[src/sv/aps_pkg.sv]
// shared constants for the anemometer pulse speed block
// register map, reset values and field widths; no dependencies
package aps_pkg;

    localparam int TIME_BITS_DEF = 32;

    localparam int DEBOUNCE_W  = 10;
    localparam int SPEED_K_W   = 16;
    localparam int CODE_W      = 8;
    localparam int APB_DATA_W  = 32;
    localparam int APB_ADDR_W  = 3;

    localparam logic [DEBOUNCE_W-1:0] DEBOUNCE_RST = 10'd50;
    localparam logic [SPEED_K_W-1:0]  SPEED_K_RST  = 16'd2988;

    // register index, taken from paddr[2]
    localparam logic REG_DEBOUNCE = 1'b0;
    localparam logic REG_SPEED_K  = 1'b1;

endpackage

[src/sv/aps_if.sv]
// valid/ready channel interfaces for tick input and speed output
// depends on aps_pkg for field widths
interface aps_in_if;
    logic valid;
    logic ready;
    logic edge_seen;

    modport source (output valid, output edge_seen, input ready);
    modport sink   (input valid, input edge_seen, output ready);
endinterface

interface aps_out_if;
    logic                        valid;
    logic                        ready;
    logic [aps_pkg::CODE_W-1:0]  speed_code;
    logic                        new_reading;

    modport source (output valid, output speed_code, output new_reading, input ready);
    modport sink   (input valid, input speed_code, input new_reading, output ready);
endinterface

[src/sv/anemometer_pulse_speed_core.sv]
// anemometer pulse period wind speed core, single module
// depends on aps_pkg and the channel interfaces in aps_if.sv
//
// i_in transfers one millisecond tick with edge_seen, set when the anemometer
//   gave a falling edge during that tick; every tick gives exactly one o_out
//   transfer with the held speed in quarter km/h and new_reading, set when that
//   tick closed an interval. edges closer than debounce_ms to the last accepted
//   edge are dropped; accepted edges alternate between opening and closing
// flow: a tick that closes a nonzero interval runs the shared compare/subtract
//   unit (saturation check, then 8 quotient bits) and its result then passes
//   through the result slot and the output register to o_out; a saturated speed
//   stops after the check; any other tick goes straight to the result slot.
//   i_in.ready is low while the divider runs and while the result slot is full,
//   so a new tick waits until the last one has left the divider and result slot
// reset: i_rst_n (synchronous) clears time, edge history, held speed and both
//   result stages and restores debounce_ms=50 and speed_constant=2988
// stall: while o_out.ready is low the output holds and one more result waits
//   in the result slot; after that i_in.ready stays low
// configuration: APB writes at 0 (debounce_ms) and 4 (speed_constant), idle only
module anemometer_pulse_speed_core #(
    parameter int TIME_BITS = aps_pkg::TIME_BITS_DEF
) (
    input  logic                            i_clk,
    input  logic                            i_rst_n,
    aps_in_if.sink                          i_in,
    aps_out_if.source                       o_out,
    input  logic                            psel,
    input  logic                            penable,
    input  logic                            pwrite,
    input  logic [aps_pkg::APB_ADDR_W-1:0]  paddr,
    input  logic [aps_pkg::APB_DATA_W-1:0]  pwdata,
    output logic [aps_pkg::APB_DATA_W-1:0]  prdata,
    output logic                            pready
);

    // numerator 2K+I fits TIME_BITS+2; divisor 2I scaled by 256 needs TIME_BITS+9
    localparam int NW = TIME_BITS + 2;
    localparam int DW = TIME_BITS + 9;
    localparam int CW = aps_pkg::CODE_W;

    localparam logic S_IDLE = 1'b0;
    localparam logic S_DIV  = 1'b1;

    localparam logic [3:0] CNT_TOP = 4'd8;

    // configuration registers
    logic [aps_pkg::DEBOUNCE_W-1:0] r_deb;
    logic [aps_pkg::SPEED_K_W-1:0]  r_k;

    // edge timing state
    logic [TIME_BITS-1:0] r_time;
    logic [TIME_BITS-1:0] r_last;
    logic [TIME_BITS-1:0] r_start;
    logic                 r_open;
    logic [CW-1:0]        r_held;

    // divider
    logic                 r_state;
    logic [NW-1:0]        r_rem;
    logic [DW-1:0]        r_dsh;
    logic [CW-1:0]        r_quo;
    logic [3:0]           r_cnt;

    // result slot and output register
    logic                 r_res_v;
    logic [CW-1:0]        r_res_code;
    logic                 r_res_new;
    logic                 r_out_v;
    logic [CW-1:0]        r_out_code;
    logic                 r_out_new;

    logic                 acc;
    logic                 cfg_wr;
    logic [TIME_BITS-1:0] since;
    logic [TIME_BITS-1:0] interval;
    logic                 edge_ok;
    logic                 div_ge;
    logic [NW-1:0]        div_diff;
    logic [CW-1:0]        n_quo;
    logic                 out_load;

    assign pready = 1'b1;
    assign cfg_wr = psel && penable && pwrite && pready;
    assign prdata = (paddr[2] == aps_pkg::REG_SPEED_K)
                  ? aps_pkg::APB_DATA_W'(r_k)
                  : aps_pkg::APB_DATA_W'(r_deb);

    assign i_in.ready = (r_state == S_IDLE) && !r_res_v;
    assign acc        = i_in.valid && i_in.ready;

    // debounce distance and interval, both modulo 2^TIME_BITS
    assign since    = r_time - r_last;
    assign interval = r_time - r_start;
    assign edge_ok  = i_in.edge_seen && (since >= TIME_BITS'(r_deb));

    // shared compare/subtract step of the restoring divider
    assign div_ge   = DW'(r_rem) >= r_dsh;
    assign div_diff = r_rem - r_dsh[NW-1:0];
    assign n_quo    = {r_quo[CW-2:0], div_ge};

    assign out_load = r_res_v && (!r_out_v || o_out.ready);

    always_ff @(posedge i_clk) begin
        if (!i_rst_n) begin
            r_deb <= aps_pkg::DEBOUNCE_RST;
            r_k   <= aps_pkg::SPEED_K_RST;
        end else if (cfg_wr) begin
            if (paddr[2] == aps_pkg::REG_SPEED_K) begin
                r_k <= pwdata[aps_pkg::SPEED_K_W-1:0];
            end else begin
                r_deb <= pwdata[aps_pkg::DEBOUNCE_W-1:0];
            end
        end
    end

    // tick handling and divider sequencer
    always_ff @(posedge i_clk) begin
        if (!i_rst_n) begin
            r_time  <= '0;
            r_last  <= '0;
            r_start <= '0;
            r_open  <= 1'b0;
            r_held  <= '0;
            r_state <= S_IDLE;
            r_res_v <= 1'b0;
        end else begin
            if (out_load) begin
                r_res_v <= 1'b0;
            end
            case (r_state)
                S_IDLE: begin
                    if (acc) begin
                        r_time     <= r_time + 1'b1;
                        r_res_v    <= 1'b1;
                        r_res_code <= r_held;
                        r_res_new  <= 1'b0;
                        if (edge_ok) begin
                            r_last <= r_time;
                            if (!r_open) begin
                                r_start <= r_time;
                                r_open  <= 1'b1;
                            end else begin
                                r_open <= 1'b0;
                                // zero interval only on an exact wrap: no update
                                if (interval != '0) begin
                                    r_res_v <= 1'b0;
                                    r_rem   <= NW'({r_k, 1'b0}) + NW'(interval);
                                    r_dsh   <= {interval, 9'b0};
                                    r_quo   <= '0;
                                    r_cnt   <= CNT_TOP;
                                    r_state <= S_DIV;
                                end
                            end
                        end
                    end
                end
                S_DIV: begin
                    if (r_cnt == CNT_TOP) begin
                        // quotient of 256 or more saturates
                        if (div_ge) begin
                            r_held     <= '1;
                            r_res_v    <= 1'b1;
                            r_res_code <= '1;
                            r_res_new  <= 1'b1;
                            r_state    <= S_IDLE;
                        end else begin
                            r_dsh <= r_dsh >> 1;
                            r_cnt <= r_cnt - 1'b1;
                        end
                    end else begin
                        if (div_ge) begin
                            r_rem <= div_diff;
                        end
                        r_quo <= n_quo;
                        r_dsh <= r_dsh >> 1;
                        r_cnt <= r_cnt - 1'b1;
                        if (r_cnt == 4'd0) begin
                            r_held     <= n_quo;
                            r_res_v    <= 1'b1;
                            r_res_code <= n_quo;
                            r_res_new  <= 1'b1;
                            r_state    <= S_IDLE;
                        end
                    end
                end
                default: begin
                    r_state <= S_IDLE;
                end
            endcase
        end
    end

    // output register
    always_ff @(posedge i_clk) begin
        if (!i_rst_n) begin
            r_out_v <= 1'b0;
        end else if (out_load) begin
            r_out_v    <= 1'b1;
            r_out_code <= r_res_code;
            r_out_new  <= r_res_new;
        end else if (o_out.ready) begin
            r_out_v <= 1'b0;
        end
    end

    assign o_out.valid       = r_out_v;
    assign o_out.speed_code  = r_out_code;
    assign o_out.new_reading = r_out_new;

endmodule

[src/flat_wrapper.sv]
// flat-port wrapper written by rule: the top's interface ports become plain ports
module anemometer_pulse_speed_core_flat 
#(
    parameter int TIME_BITS = aps_pkg::TIME_BITS_DEF
)
  (i_clk, i_rst_n, psel, penable, pwrite, paddr, pwdata, prdata, pready, i_in_valid, i_in_edge_seen, i_in_ready, o_out_valid, o_out_speed_code, o_out_new_reading, o_out_ready);
  aps_in_if i_in_i ();
  aps_out_if o_out_i ();
  input  logic i_clk;
  input  logic i_rst_n;
  input  logic psel;
  input  logic penable;
  input  logic pwrite;
  input  logic [aps_pkg::APB_ADDR_W-1:0] paddr;
  input  logic [aps_pkg::APB_DATA_W-1:0] pwdata;
  output logic [aps_pkg::APB_DATA_W-1:0] prdata;
  output logic pready;
  input wire logic [$bits(i_in_i.valid)-1:0] i_in_valid;
  input wire logic [$bits(i_in_i.edge_seen)-1:0] i_in_edge_seen;
  output wire logic [$bits(i_in_i.ready)-1:0] i_in_ready;
  output wire logic [$bits(o_out_i.valid)-1:0] o_out_valid;
  output wire logic [$bits(o_out_i.speed_code)-1:0] o_out_speed_code;
  output wire logic [$bits(o_out_i.new_reading)-1:0] o_out_new_reading;
  input wire logic [$bits(o_out_i.ready)-1:0] o_out_ready;
  assign i_in_i.valid = i_in_valid;
  assign i_in_i.edge_seen = i_in_edge_seen;
  assign i_in_ready = i_in_i.ready;
  assign o_out_valid = o_out_i.valid;
  assign o_out_speed_code = o_out_i.speed_code;
  assign o_out_new_reading = o_out_i.new_reading;
  assign o_out_i.ready = o_out_ready;
  anemometer_pulse_speed_core #(.TIME_BITS(TIME_BITS)) u_core (.i_clk(i_clk), .i_rst_n(i_rst_n), .i_in(i_in_i), .o_out(o_out_i), .psel(psel), .penable(penable), .pwrite(pwrite), .paddr(paddr), .pwdata(pwdata), .prdata(prdata), .pready(pready));
endmodule
[config.mk]
export PLATFORM = sky130hd
export DESIGN_NAME = anemometer_pulse_speed_core_flat
export DESIGN_NICKNAME = d
export VERILOG_FILES = /design/src/sv/aps_pkg.sv /design/src/sv/aps_if.sv /design/src/sv/anemometer_pulse_speed_core.sv /design/src/flat_wrapper.sv
export SDC_FILE = /design/constraint.sdc
export NUM_CORES = 1
export LEC_CHECK = 0
export BUFFER_PORTS_ARGS = -buffer_cell sky130_fd_sc_hd__buf_2
export CELL_PAD_IN_SITES_DETAIL_PLACEMENT = 1
export CELL_PAD_IN_SITES_GLOBAL_PLACEMENT = 1
export CORE_ASPECT_RATIO = 1.25
export CORE_MARGIN = 2
export CORE_UTILIZATION = 45
export CTS_CLUSTER_SIZE = 14
export DETAILED_ROUTE_END_ITERATION = 7
export GPL_TIMING_DRIVEN = 0
export PLACE_DENSITY_LB_ADDON = 0.1
export SETUP_SLACK_MARGIN = 0.05
export SLEW_MARGIN = 20
export SYNTH_ARGS = -nofsm -noshare
export SYNTH_HDL_FRONTEND = slang
export SYNTH_SLANG_ARGS = --single-unit
export TNS_END_PERCENT = 20
[constraint.sdc]
create_clock -name i_clk -period 12.29 [get_ports i_clk]
set_input_delay 1.229 -clock i_clk [delete_from_list [all_inputs] [get_ports i_clk]]
set_output_delay 1.229 -clock i_clk [all_outputs]
set_load 0.005 [all_outputs]
==> out/qor.yml, run 1 <==
sta:
  setup_viol: 0
  finClkSkew_ns: 0.02181
  fmax_mhz: 173.8
  whs_ns: 0.4187
  setup_tns_ns: 0
  maxSlewHeadroom_pct: 34.17
  rsz0062_at_grt: "no"
  slew_viol_final: 0
  hold_viol_final: 0
  layout_min_cycle_time_ns: 5.754
  tightest_slew_ns: 0.9808
  fin_crit_sh_pct: 46.82
synth:
  netlist_instances: 2044
  ys.flop_type: "dfxtp_1"
  yosys_warnings: 0
  synth-edff-count: 104
  synth_seq_area_share_pct: 34.63
  synth_area_sq_um: 16760
  avgSynthCellArea_sq_um: 8.201
  synth_common_cells: "281 x nand2_1, 196 x a21oi_1, 154 x inv_1"
  synth_cell_types: 86
  synthArstFlopShare_pct: 0
  synth_top_cell_area_share_pct: 18.63
  synth_top_area_cell: "edfxtp_1"
  synth_most_common_cell: "nand2_1"
  synth-seq-cells: 238
  synth_area_leaders: "edfxtp_1 19%, dfxtp_1 16%, ha_1 9.3%"
cts:
  clock_sinks: 238
  cts-resized-gates: 0
  root_buffer: "clkbuf_16"
  htree_levels: 1
  ctsLongestPathBuffers: 3
  hold_buffers: 0
  cts_tree: "built"
  clock_latency_ns: 0.54
  cts_setup_buffers: 0
  cts_buffers: 25
  clkTransAtPathRegs_ns: 0.07
worst_setup_path:
  critPathCaptureType: "flop"
  crit_required_ns: 12.55
  crit_type: "flop to flop"
  arrival_ns: 6.01
  rr_startpoint: "u_core.r_time[0]"
  timing.rr.end: "u_core.r_rem[27]"
  ff2ff_path_depth: 20
  r2r_slack_ns: 6.54
  crit_fanout: 5
  start_kind: "flop"
detailed_routing:
  vias_per_cell: 5.656
  firstDrtPassIters: 5
  drtIter0Drc: 595
  vias: 14943
  drt_wl_total_um: 51180
  ant_nets: 0
  wl_per_cell_um: 19.37
  drcViolationCount: 0
floorplan:
  num_rows: 79
  io_pins: 87
  die_area_sq_um: 38820
  dieWidth_um: 176.6
  core_area_sq_um: 36970
  initial_core_util_pct: 45.34
  die-height_um: 219.8
power:
  p_seq_share_pct: 40.9
  pwr-share-clk_pct: 37.0
  power_frac_comb_pct: 22.1
  total_power_mw: 2.122
  power_density_nw_per_um2: 113.9
  p_int_mw: 1.490
  ir_worst_vdd_mv: 0.08965
  swShare_pct: 29.78
  leakagePower_nw: 7.698
  p_sw_mw: 0.6320
flow_run:
  max_cap_violations: 0
grt:
  grt_pass1_vias: 15391
  track_usage_pct: 26.22
  grt-ovfl-total: 0
  grt_antenna_before_repair: 0
  grt_max_degree: 24
  grt_pass1_wl_um: 81410
layout:
  fin_nets: 2310
  fillers: 4549
  syn_to_final_growth_pct: 11.11
  drive_above_1_share_pct: 7.839
  diodes: 0
placement:
  port_buffers: 50
  dp_hpwl_um: 40830
  gp_congestion: 0.8556
min_path:
  hp-start: "u_core.r_res_new"
  hold_depth: 0
  holdPathEnd: "u_core.o_out.new_reading"
  hp-class: "flop to flop"
status:
  status: "complete, no violations"
[flip-flops by register name, indices dropped and copies added, names as in the netlist]
signal / flops
u_core.o_out.new_reading: 1
u_core.o_out.speed_code: 8
u_core.o_out.valid: 1
u_core.r_cnt: 4
u_core.r_deb: 10
u_core.r_dsh: 41
u_core.r_held: 8
u_core.r_k: 16
u_core.r_last: 32
u_core.r_open: 1
u_core.r_quo: 7
u_core.r_rem: 34
u_core.r_res_code: 8
u_core.r_res_new: 1
u_core.r_res_v: 1
u_core.r_start: 32
u_core.r_state: 1
u_core.r_time: 32
[worst max path at each step]
stage / startpoint / end / slack (ns) / cells past startpoint
2_1_floorplan: u_core.r_dsh[14] / u_core.r_cnt[0] / 6.19 / 13
3_3_place_gp: u_core.r_dsh[1] / u_core.r_dsh[3] / 3.86 / 12
3_5_place_dp: u_core.r_time[0] / u_core.r_rem[29] / 6.56 / 20
4_1_cts: u_core.r_time[0] / u_core.r_rem[29] / 6.50 / 20
5_1_grt: u_core.r_time[0] / u_core.r_rem[31] / 6.15 / 20
6_report: u_core.r_time[0] / u_core.r_rem[27] / 6.54 / 20
[metrics by stage]
step | area (sq um) | std cells | util, % | setup WS [ns]
2_1_floorplan | 16820 | 2059 | - | 6.188
3_3_place_gp | 17680 | 2595 | 47.82 | 3.863
3_5_place_dp | 17790 | 2598 | 48.13 | 6.565
4_1_cts | 18620 | 2642 | 50.37 | 6.503
5_1_grt | 18620 | 2642 | 50.38 | 6.155
6_report | 18620 | 2642 | 50.38 | 6.536
[kinds of logic (layout without fill, tap and decap cells)]
group,count (synthesis),after routing,share of synthesized area [%]
other cells,2,17,0.04480
flops,238,238,34.63
xor+xnor,122,122,6.419
fa+ha+maj,128,128,9.734
compound gates,554,554,20.61
simple gates,718,718,20.87
buf+inv,263,360,6.479
mux,19,19,1.209
[worst max-delay path, stage by stage (launching register included)]
cell      delay, ns
dfxtp_1        0.36
inv_1          0.21
ha_1           0.21
inv_1          0.05
fa_1           0.42
a211oi_2       0.40
o21bai_1       0.16
a21oi_1        0.35
o21ai_0        0.16
xor2_1         0.23
ha_1           0.39
and3_1         0.19
nand3_1        0.10
a31oi_1        0.31
a21oi_1        0.15
o21ai_0        0.27
nor3b_1        0.65
and3_1         0.37
nand3_1        0.12
xor2_1         0.26
mux2i_1        0.11
[power by group through the flow]
stage / Sequential [mW] / Combinational [mW] / Clock (mW)
2_1_floorplan: 0.883 / 0.319 / 0
3_5_place_dp: 0.886 / 0.466 / 0
3_3_place_gp: 0.887 / 0.451 / 0
4_1_cts: 0.869 / 0.471 / 0.797
5_1_grt: 0.870 / 0.516 / 0.823
6_report: 0.868 / 0.469 / 0.785
[cells in the final DEF, fill, tap and decap left out, types with 16 or more instances in the layout]
cell	Yosys	routed
a211oi_1	23	22
a21o_1	48	48
a21oi_1	196	196
a31oi_1	16	16
and2_1	20	20
and3_1	16	16
buf_2	13	63
buf_4	22	22
clkbuf_1	64	68
clkbuf_16	0	26
conb_1	2	17
dfxtp_1	134	134
edfxtp_1	104	104
ha_1	124	124
inv_1	154	154
nand2_1	281	281
nand2b_1	21	21
nand3_1	48	48
nand4_1	29	29
nand4b_1	33	33
nor2_1	148	148
nor2b_1	21	21
nor3_1	30	29
o211ai_1	23	23
o21ai_0	112	110
o31ai_1	39	38
or3_1	17	17
xnor2_1	67	67
xor2_1	54	54
[per-layer routing]
layer / GRT usage (%) / share of wire (%)
met1: 31.12 / 43
met2: 48.82 / 51
met3: 1.777 / 1.7
met4: 10.52 / 4.0
met5: 0 / 0
[final cells by class]
cell class                 count  area, sq um  area share, %
buffer                       107        500.5          2.687
clock buffer                  33        698.2          3.749
clock inverter                11        128.9         0.6920
inverter                     156        585.6          3.144
multi-input combinational   1558         9965          53.50
sequential                   238         5806          31.17
tap                          486        608.1          3.265
timing repair buffer          53        332.8          1.787
(Power assumes the default switching activity.)
==> run 2, diff against run 1 <==
==> constraint.sdc (replaced) <==
create_clock -name i_clk -period 5.86 [get_ports i_clk]
set_input_delay 0.586 -clock i_clk [delete_from_list [all_inputs] [get_ports i_clk]]
set_output_delay 0.586 -clock i_clk [all_outputs]
set_load 0.005 [all_outputs]
==> run 2 against run 1 <==
  * Utilization up 0.31 points
  * Sequential share of layout area down 0.19 points
  * Flip-flop and latch count unchanged
  * Design area up 0.61%
  * Via count up 1.3%
  * First-iteration DRC count up 22%
  * Combinational power up 110%
  * Worst hold slack worse by 0.16 ns
  * Total power up 120%
  * Highest routed layer unchanged
==> out/qor.yml, run 2 (synthesis gave the netlist of run 1 again) <==
grt:
  grt_pass1_wl_um: 83030  # was 81410 um
  grt_antenna_before_repair: 0  # unchanged
  grt-ovfl-total: 0  # unchanged
  track_usage_pct: 26.78  # was 26.22%
  grt_pass1_vias: 15721  # was 15391
  grt_max_degree: 24  # unchanged
cts:
  htree_levels: 1  # unchanged
  cts_buffers: 26  # was 25
  ctsLongestPathBuffers: 3  # unchanged
  cts_setup_buffers: 0  # unchanged
  clkTransAtPathRegs_ns: 0.07  # about the same
  root_buffer: "clkbuf_16"  # unchanged
  cts_tree: "built"  # unchanged
  clock_latency_ns: 0.56  # was 0.54 ns
  clock_sinks: 238  # unchanged
worst_setup_path:
  crit_chain: "inv_1 -> ha_1 -> inv_1 -> fa_1 -> a211oi_2 -> o21bai_1 -> a21oi_1 -> o21ai_0 -> xor2_1 -> ha_1 -> and3_1 -> nand3_1 -> a31oi_1 -> a21oi_1 -> o21ai_0 -> nor3b_4 -> and3_1 -> nand3_1 -> xnor2_1 -> mux2i_1"  # was inv_1 -> ha_1 -> inv_1 -> fa_1 -> a211oi_2 -> o21bai_1 -> a21oi_1 -> o21ai_0 -> xor2_1 -> ha_1 -> and3_1 -> nand3_1 -> a31oi_1 -> a21oi_1 -> o21ai_0 -> nor3b_1 -> and3_1 -> nand3_1 -> xor2_1 -> mux2i_1
  slowest_delay_ns: 0.43  # was 0.65 ns
  arrival_ns: 5.81  # was 6.01 ns
  start_kind: "flop"  # unchanged
  crit_type: "flop to flop"  # unchanged
  critPathBufInv: 2  # unchanged
  critical_path.top_delay_family: "compound AO/OA/AOI/OAI gates"  # unchanged
  crit_required_ns: 6.12  # was 12.55 ns
  slowest_stage: "fa_1"  # was nor3b_1
  crit_fanout: 5  # unchanged
  critPathCaptureType: "flop"  # unchanged
floorplan:
  dieWidth_um: 176.6  # unchanged
  die_area_sq_um: 38820  # unchanged
  num_rows: 79  # unchanged
  core_area_sq_um: 36970  # unchanged
  io_pins: 87  # unchanged
  die-height_um: 219.8  # unchanged
  initial_core_util_pct: 45.34  # unchanged
sta:
  layout_min_cycle_time_ns: 5.545  # was 5.754 ns
  setup_ws_ns: 0.3145  # was 6.536 ns
  fin_crit_sh_pct: 94.63  # was 46.82%
  setup_tns_ns: 0  # unchanged
  setup_viol: 0  # unchanged
  whs_ns: 0.2594  # was 0.4187 ns
  tightest_slew_ns: 0.9347  # was 0.9808 ns
  slew_viol_final: 0  # unchanged
  fmax_mhz: 180.3  # was 173.8 MHz
  hold_viol_final: 0  # unchanged
  finClkSkew_ns: 0.01698  # was 0.02181 ns
  rsz0062_at_grt: "yes"  # was no
  maxSlewHeadroom_pct: 37.26  # was 34.17%
layout:
  drive_above_1_share_pct: 8.380  # was 7.839%
  diodes: 0  # unchanged
  top_register: "u_core.r_dsh"  # unchanged
  final_cell_mix: "281 x nand2_1, 196 x a21oi_1, 154 x inv_1"  # unchanged
  fillers: 4564  # was 4549
  final_cells: 2646  # was 2642
  syn_to_final_growth_pct: 11.79  # was 11.11%
  stdcell_area_sq_um: 18740  # was 18620 sq um
  top_regs: "u_core.r_dsh x41, u_core.r_rem x34"  # unchanged
  largest_reg_flops: 41  # unchanged
  fin_util_pct: 50.69  # was 50.38%
  fin_nets: 2311  # was 2310
  final_common_cell: "nand2_1"  # unchanged
detailed_routing:
  ant_nets: 0  # unchanged
  vias: 15137  # was 14943
  drtIter0Drc: 727  # was 595
  wl_met2_um: 26550  # was 26160 um
  drcViolationCount: 0  # unchanged
  wl_met1_um: 21830  # was 22090 um
  top_layer: "met4"  # unchanged
  dr_wl_met3_um: 1304  # was 877 um
  vias_per_cell: 5.721  # was 5.656
  drt_wl_total_um: 51900  # was 51180 um
  firstDrtPassIters: 5  # unchanged
  wl_per_cell_um: 19.61  # was 19.37 um
power:
  leakagePower_nw: 7.761  # was 7.698 nW
  ir_worst_vdd_mv: 0.1901  # was 0.08965 mV
  power_density_nw_per_um2: 244.4  # was 113.9 nW/um^2
  total_power_mw: 4.580  # was 2.122 mW
placement:
  port_buffers: 50  # unchanged
  dp_hpwl_um: 41240  # was 40830 um
  gp_congestion: 0.8513  # was 0.8556
  place_inst: 2598  # unchanged
  preCtsSetupSlack_ns: 0.09567  # was 6.565 ns
  placed_area_sq_um: 17790  # about the same
status:
  status: "complete, no violations"  # unchanged
min_path:
  hp-class: "primary input to flop"  # was flop to flop
flow_run:
  max_cap_violations: 0  # unchanged
## run 2: cell type report
type	instances	area [sq um]	area share, %
Multi-Input combinational cell	1558	9987	53.30
Sequential cell	238	5806	30.98
Clock buffer	35	787.0	4.200
Tap cell	486	608.1	3.245
Inverter	156	585.6	3.125
Buffer	107	500.5	2.671
Timing Repair Buffer	53	332.8	1.776
Clock inverter	13	131.4	0.7011
## run 2: where the power goes
part | leakage, nW | switching [mW] | total (mW) | internal, mW
Sequential | 2.05 | 0.0221 | 1.82 | 1.80
Combinational | 5.27 | 0.634 | 0.998 | 0.364
Clock | 0.444 | 0.725 | 1.76 | 1.03
## run 2: metal layers
| layer | vias to the layer above | track usage [%] |
|---|---|---|
| met5 | - | 0 |
| met4 | 0 | 11.57 |
| met3 | 93 | 2.381 |
| met2 | 220 | 49.32 |
| met1 | 7383 | 31.57 |
| li1 | 7441 | - |
## run 2: timing repair
| item | in CTS | in global routing |
|---|---|---|
| resized for setup | 0 | 4 |
| hold buffers | 0 | 0 |
| endpoints found under the setup margin | 0 | 47 |
## run 2: path summary, 6_finish.rpt
| kind | from | end | slack [ns] | depth (start not counted) |
|---|---|---|---|---|
| worst max-delay path | u_core.r_time[0] | u_core.r_rem[29] | 0.31 | 20 |
| worst min-delay path | pwdata[9] | u_core.r_k[9] | 0.26 | 3 |
| worst min register to register | u_core.r_res_code[4] | u_core.o_out.speed_code[4] | 0.42 | 0 |
| worst max register to register | u_core.r_time[0] | u_core.r_rem[29] | 0.31 | 20 |
## run 2: worst register-to-register path, stage by stage (launching register included)
cell      delay (ns)
dfxtp_1         0.37
inv_1           0.22
ha_1            0.21
inv_1           0.06
fa_1            0.43
a211oi_2        0.40
o21bai_1        0.16
a21oi_1         0.34
o21ai_0         0.16
xor2_1          0.22
ha_1            0.39
and3_1          0.20
nand3_1         0.11
a31oi_1         0.29
a21oi_1         0.13
o21ai_0         0.35
nor3b_4         0.38
and3_1          0.32
nand3_1         0.13
xnor2_1         0.26
mux2i_1         0.12
==> run 3, diff against run 2 <==
--- a/config.mk
+++ b/config.mk
@@ -5,7 +5,8 @@
 export SDC_FILE = /design/constraint.sdc
 export NUM_CORES = 1
 export LEC_CHECK = 0
-export BUFFER_PORTS_ARGS = -buffer_cell sky130_fd_sc_hd__buf_2
+export ABC_AREA = 1
+export BUFFER_PORTS_ARGS = -buffer_cell sky130_fd_sc_hd__clkbuf_2
 export CELL_PAD_IN_SITES_DETAIL_PLACEMENT = 1
 export CELL_PAD_IN_SITES_GLOBAL_PLACEMENT = 1
 export CORE_ASPECT_RATIO = 1.25
==> run 3 against run 2 <==
  * Worst hold slack better by 0.012 ns
  * Non-clock buffer count decreased by 33
  * Setup slack better by 0.57 ns
  * Clock skew is 0.0053 ns lower
  * Largest power group unchanged
  * Utilization fell by 0.50 points
  * Global-route usage up 2.7 points
  * Maximum frequency increased by 11%
  * Critical path depth is 4 higher
  * Clock power about the same
  * Sequential power hardly changed
  * Register-to-register slack improved by 0.57 ns
==> out/qor.yml, run 3 <==
detailed_routing:
  vias: 18543  # was 15137
  wl_met2_um: 34310  # was 26550 um
  drcViolationCount: 0  # unchanged
  drtIter0Drc: 677  # was 727
  wl_per_cell_um: 18.09  # was 19.61 um
  top_layer: "met4"  # unchanged
  drt_wl_total_um: 63050  # was 51900 um
  firstDrtPassIters: 5  # unchanged
  dr_wl_met3_um: 1402  # was 1304 um
  vias_per_cell: 5.321  # was 5.721
  wl_met1_um: 24530  # was 21830 um
  ant_nets: 0  # unchanged
grt:
  grt_pass1_wl_um: 99040  # was 83030 um
  grt-ovfl-total: 0  # unchanged
  grt_max_degree: 27  # was 24
  track_usage_pct: 29.46  # was 26.78%
  grt_pass1_vias: 19275  # was 15721
  grt_antenna_before_repair: 0  # unchanged
floorplan:
  num_rows: 83  # was 79
  dieWidth_um: 185.4  # was 176.6 um
  initial_core_util_pct: 45.37  # was 45.34%
  die_area_sq_um: 42800  # was 38820 sq um
  core_area_sq_um: 40810  # was 36970 sq um
  io_pins: 87  # unchanged
  die-height_um: 230.8  # was 219.8 um
sta:
  finClkSkew_ns: 0.01168  # was 0.01698 ns
  tightest_slew_ns: 0.9676  # was 0.9347 ns
  layout_min_cycle_time_ns: 4.977  # was 5.545 ns
  whs_ns: 0.2712  # was 0.2594 ns
  maxSlewHeadroom_pct: 35.49  # was 37.26%
  setup_viol: 0  # unchanged
  fin_crit_sh_pct: 84.93  # was 94.63%
  slew_viol_final: 0  # unchanged
  rsz0062_at_grt: "no"  # was yes
  fmax_mhz: 200.9  # was 180.3 MHz
  hold_viol_final: 0  # unchanged
layout:
  largest_reg_flops: 41  # unchanged
  multi_input_area_sq_um: 10410  # was 9987 sq um
  syn_to_final_growth_pct: 10.63  # was 11.79%
  fillers: 5555  # was 4564
  top_register: "u_core.r_dsh"  # unchanged
  final_cell_mix: "815 x nand2_1, 511 x inv_1, 246 x a21oi_1"  # was 281 x nand2_1, 196 x a21oi_1, 154 x inv_1
  ff_latch_area_sq_um: 5806  # unchanged
  fin_util_pct: 50.19  # was 50.69%
  diodes: 0  # unchanged
  drive_above_1_share_pct: 7.671  # was 8.380%
  fin_nets: 3084  # was 2311
  final_common_cell: "nand2_1"  # unchanged
  final_cells: 3485  # was 2646
  top_regs: "u_core.r_dsh x41, u_core.r_rem x34"  # unchanged
power:
  p_int_mw: 3.017  # was 3.198 mW
  p_sw_mw: 1.264  # was 1.382 mW
  ir_worst_vdd_mv: 0.1896  # was 0.1901 mV
  power_density_nw_per_um2: 209.0  # was 244.4 nW/um^2
  power_frac_comb_pct: 17.2  # was 21.8%
  pwr-share-clk_pct: 41.0  # was 38.4%
  p_seq_share_pct: 41.8  # was 39.8%
  swShare_pct: 29.53  # was 30.17%
  leakagePower_nw: 9.823  # was 7.761 nW
worst_setup_path:
  start_kind: "flop"  # unchanged
  critPathCaptureType: "flop"  # unchanged
  crit_required_ns: 6.14  # was 6.12 ns
  crit_fanout: 6  # was 5
  crit_type: "flop to flop"  # unchanged
  arrival_ns: 5.25  # was 5.81 ns
cts:
  clkTransAtPathRegs_ns: 0.06  # was 0.07 ns
  cts_tree: "built"  # unchanged
  root_buffer: "clkbuf_16"  # unchanged
  ctsLongestPathBuffers: 3  # unchanged
  cts_buffers: 26  # unchanged
  cts_setup_buffers: 0  # unchanged
  clock_sinks: 238  # unchanged
  hold_buffers: 0  # unchanged
  cts-resized-gates: 0  # unchanged
  clock_latency_ns: 0.55  # was 0.56 ns
  htree_levels: 1  # unchanged
synth:
  netlist_instances: 2818  # was 2044
  synth_most_common_cell: "nand2_1"  # unchanged
  ys.flop_type: "dfxtp_1"  # unchanged
  synth_cell_types: 58  # was 86
  synth_area_sq_um: 18520  # was 16760 sq um
  synth_seq_area_share_pct: 31.35  # was 34.63%
  synth_area_leaders: "edfxtp_1 17%, nand2_1 17%, dfxtp_1 14%"  # was edfxtp_1 19%, dfxtp_1 16%, ha_1 9.3%
  synth_top_cell_area_share_pct: 16.87  # was 18.63%
  yosys_warnings: 0  # unchanged
  synth_common_cells: "815 x nand2_1, 511 x inv_1, 246 x a21oi_1"  # was 281 x nand2_1, 196 x a21oi_1, 154 x inv_1
  synthArstFlopShare_pct: 0  # unchanged
  synth-seq-cells: 238  # unchanged
  avgSynthCellArea_sq_um: 6.571  # was 8.201 sq um
  synth_top_area_cell: "edfxtp_1"  # unchanged
  synth-edff-count: 104  # unchanged
placement:
  gp_congestion: 0.9236  # was 0.8513
  port_buffers: 49  # was 50
  place_inst: 3437  # was 2598
  dp_hpwl_um: 51490  # was 41240 um
status:
  status: "complete, no violations"  # unchanged
flow_run:
  max_cap_violations: 0  # unchanged
min_path:
  hp-class: "primary input to flop"  # unchanged
==> run 3: cell types whose count changed after synthesis, sizes merged, moves of 50 or more <==
cell	previous run	this run
xnor2	68	14
a21oi	198	248
nor2	149	226
nand3	48	197
inv	155	520
nand2	282	827
==> run 3: final cells by class <==
type | instances | share of cell area (%)
Clock inverter | 13 | 0.5009
Timing Repair Buffer | 52 | 1.417
Buffer | 75 | 2.022
Multi-Input combinational cell | 1996 | 50.79
Tap cell | 552 | 3.372
Clock buffer | 35 | 3.946
Inverter | 524 | 9.608
Sequential cell | 238 | 28.34
==> run 3: power by group through the flow <==
| stage | clock network (mW) | registers (mW) | logic (mW) |
|---|---|---|---|
| finish | 1.75 | 1.79 | 0.738 |
| global route | 1.83 | 1.79 | 0.823 |
| CTS | 1.76 | 1.79 | 0.736 |
| detailed placement | 0 | 1.83 | 0.729 |
| global placement | 0 | 1.83 | 0.701 |
| floorplan | 0 | 1.82 | 0.493 |
==> run 3: final timing paths <==
path | from | end | slack (ns) | cells after the start
setup reg to reg | u_core.r_time[0] | u_core.r_rem[30] | 0.88 | 24
hold / removal | pwdata[3] | u_core.r_k[3] | 0.27 | 3
setup / recovery | u_core.r_time[0] | u_core.r_rem[30] | 0.88 | 24
hold reg to reg | u_core.r_res_code[6] | u_core.o_out.speed_code[6] | 0.42 | 0
==> run 3: cells by family after synthesis <==
kind of cell | Yosys count | synth area share (%)
adders and majority gates | 128 | 8.811
and+or+nand+nor | 1354 | 31.81
AOI/OAI and AO/OA | 453 | 13.03
xor gates and xnor gates | 44 | 2.081
DFF | 238 | 31.35
buffers and inverters | 599 | 12.87
other | 2 | 0.04056
==> run 3: critical path, stage by stage (launching register included) <==
cell and delay, ns:
dfxtp_1 0.37, inv_1 0.17, ha_1 0.17, inv_1 0.09
fa_1 0.50, nand3_1 0.13, nand3_1 0.25, nand2_1 0.14
nand2_1 0.11, nand2_1 0.08, nand2_1 0.16, xor2_1 0.38
inv_1 0.09, ha_1 0.39, nand2_1 0.09, nor2_1 0.14
nand4_1 0.10, o21ai_0 0.42, nand3_1 0.19, nand2_1 0.26
nand2_1 0.13, inv_2 0.09, nand2_1 0.05, a21oi_1 0.12
o21ai_1 0.09
==> run 3: layer usage <==
layer,vias to the layer above,track usage (%)
li1,9180,-
met1,8946,31.08
met2,280,58.59
met3,137,2.035
met4,0,12.77
met5,-,0
==> run 3: through the flow <==
| step | power (mW) | area [sq um] | setup WS, ns | setup TNS, ns |
|---|---|---|---|---|
| after global routing | 4.443 | 20480 | 0.4276 | 0 |
| after CTS | 4.290 | 20480 | 0.8738 | 0 |
| after global placement | 2.526 | 19510 | -1.201 | -63.04 |
| final | 4.281 | 20480 | 0.8830 | 0 |
| after floorplan | 2.312 | 18570 | 0.7437 | 0 |
| after detailed placement | 2.555 | 19570 | 0.8844 | 0 |
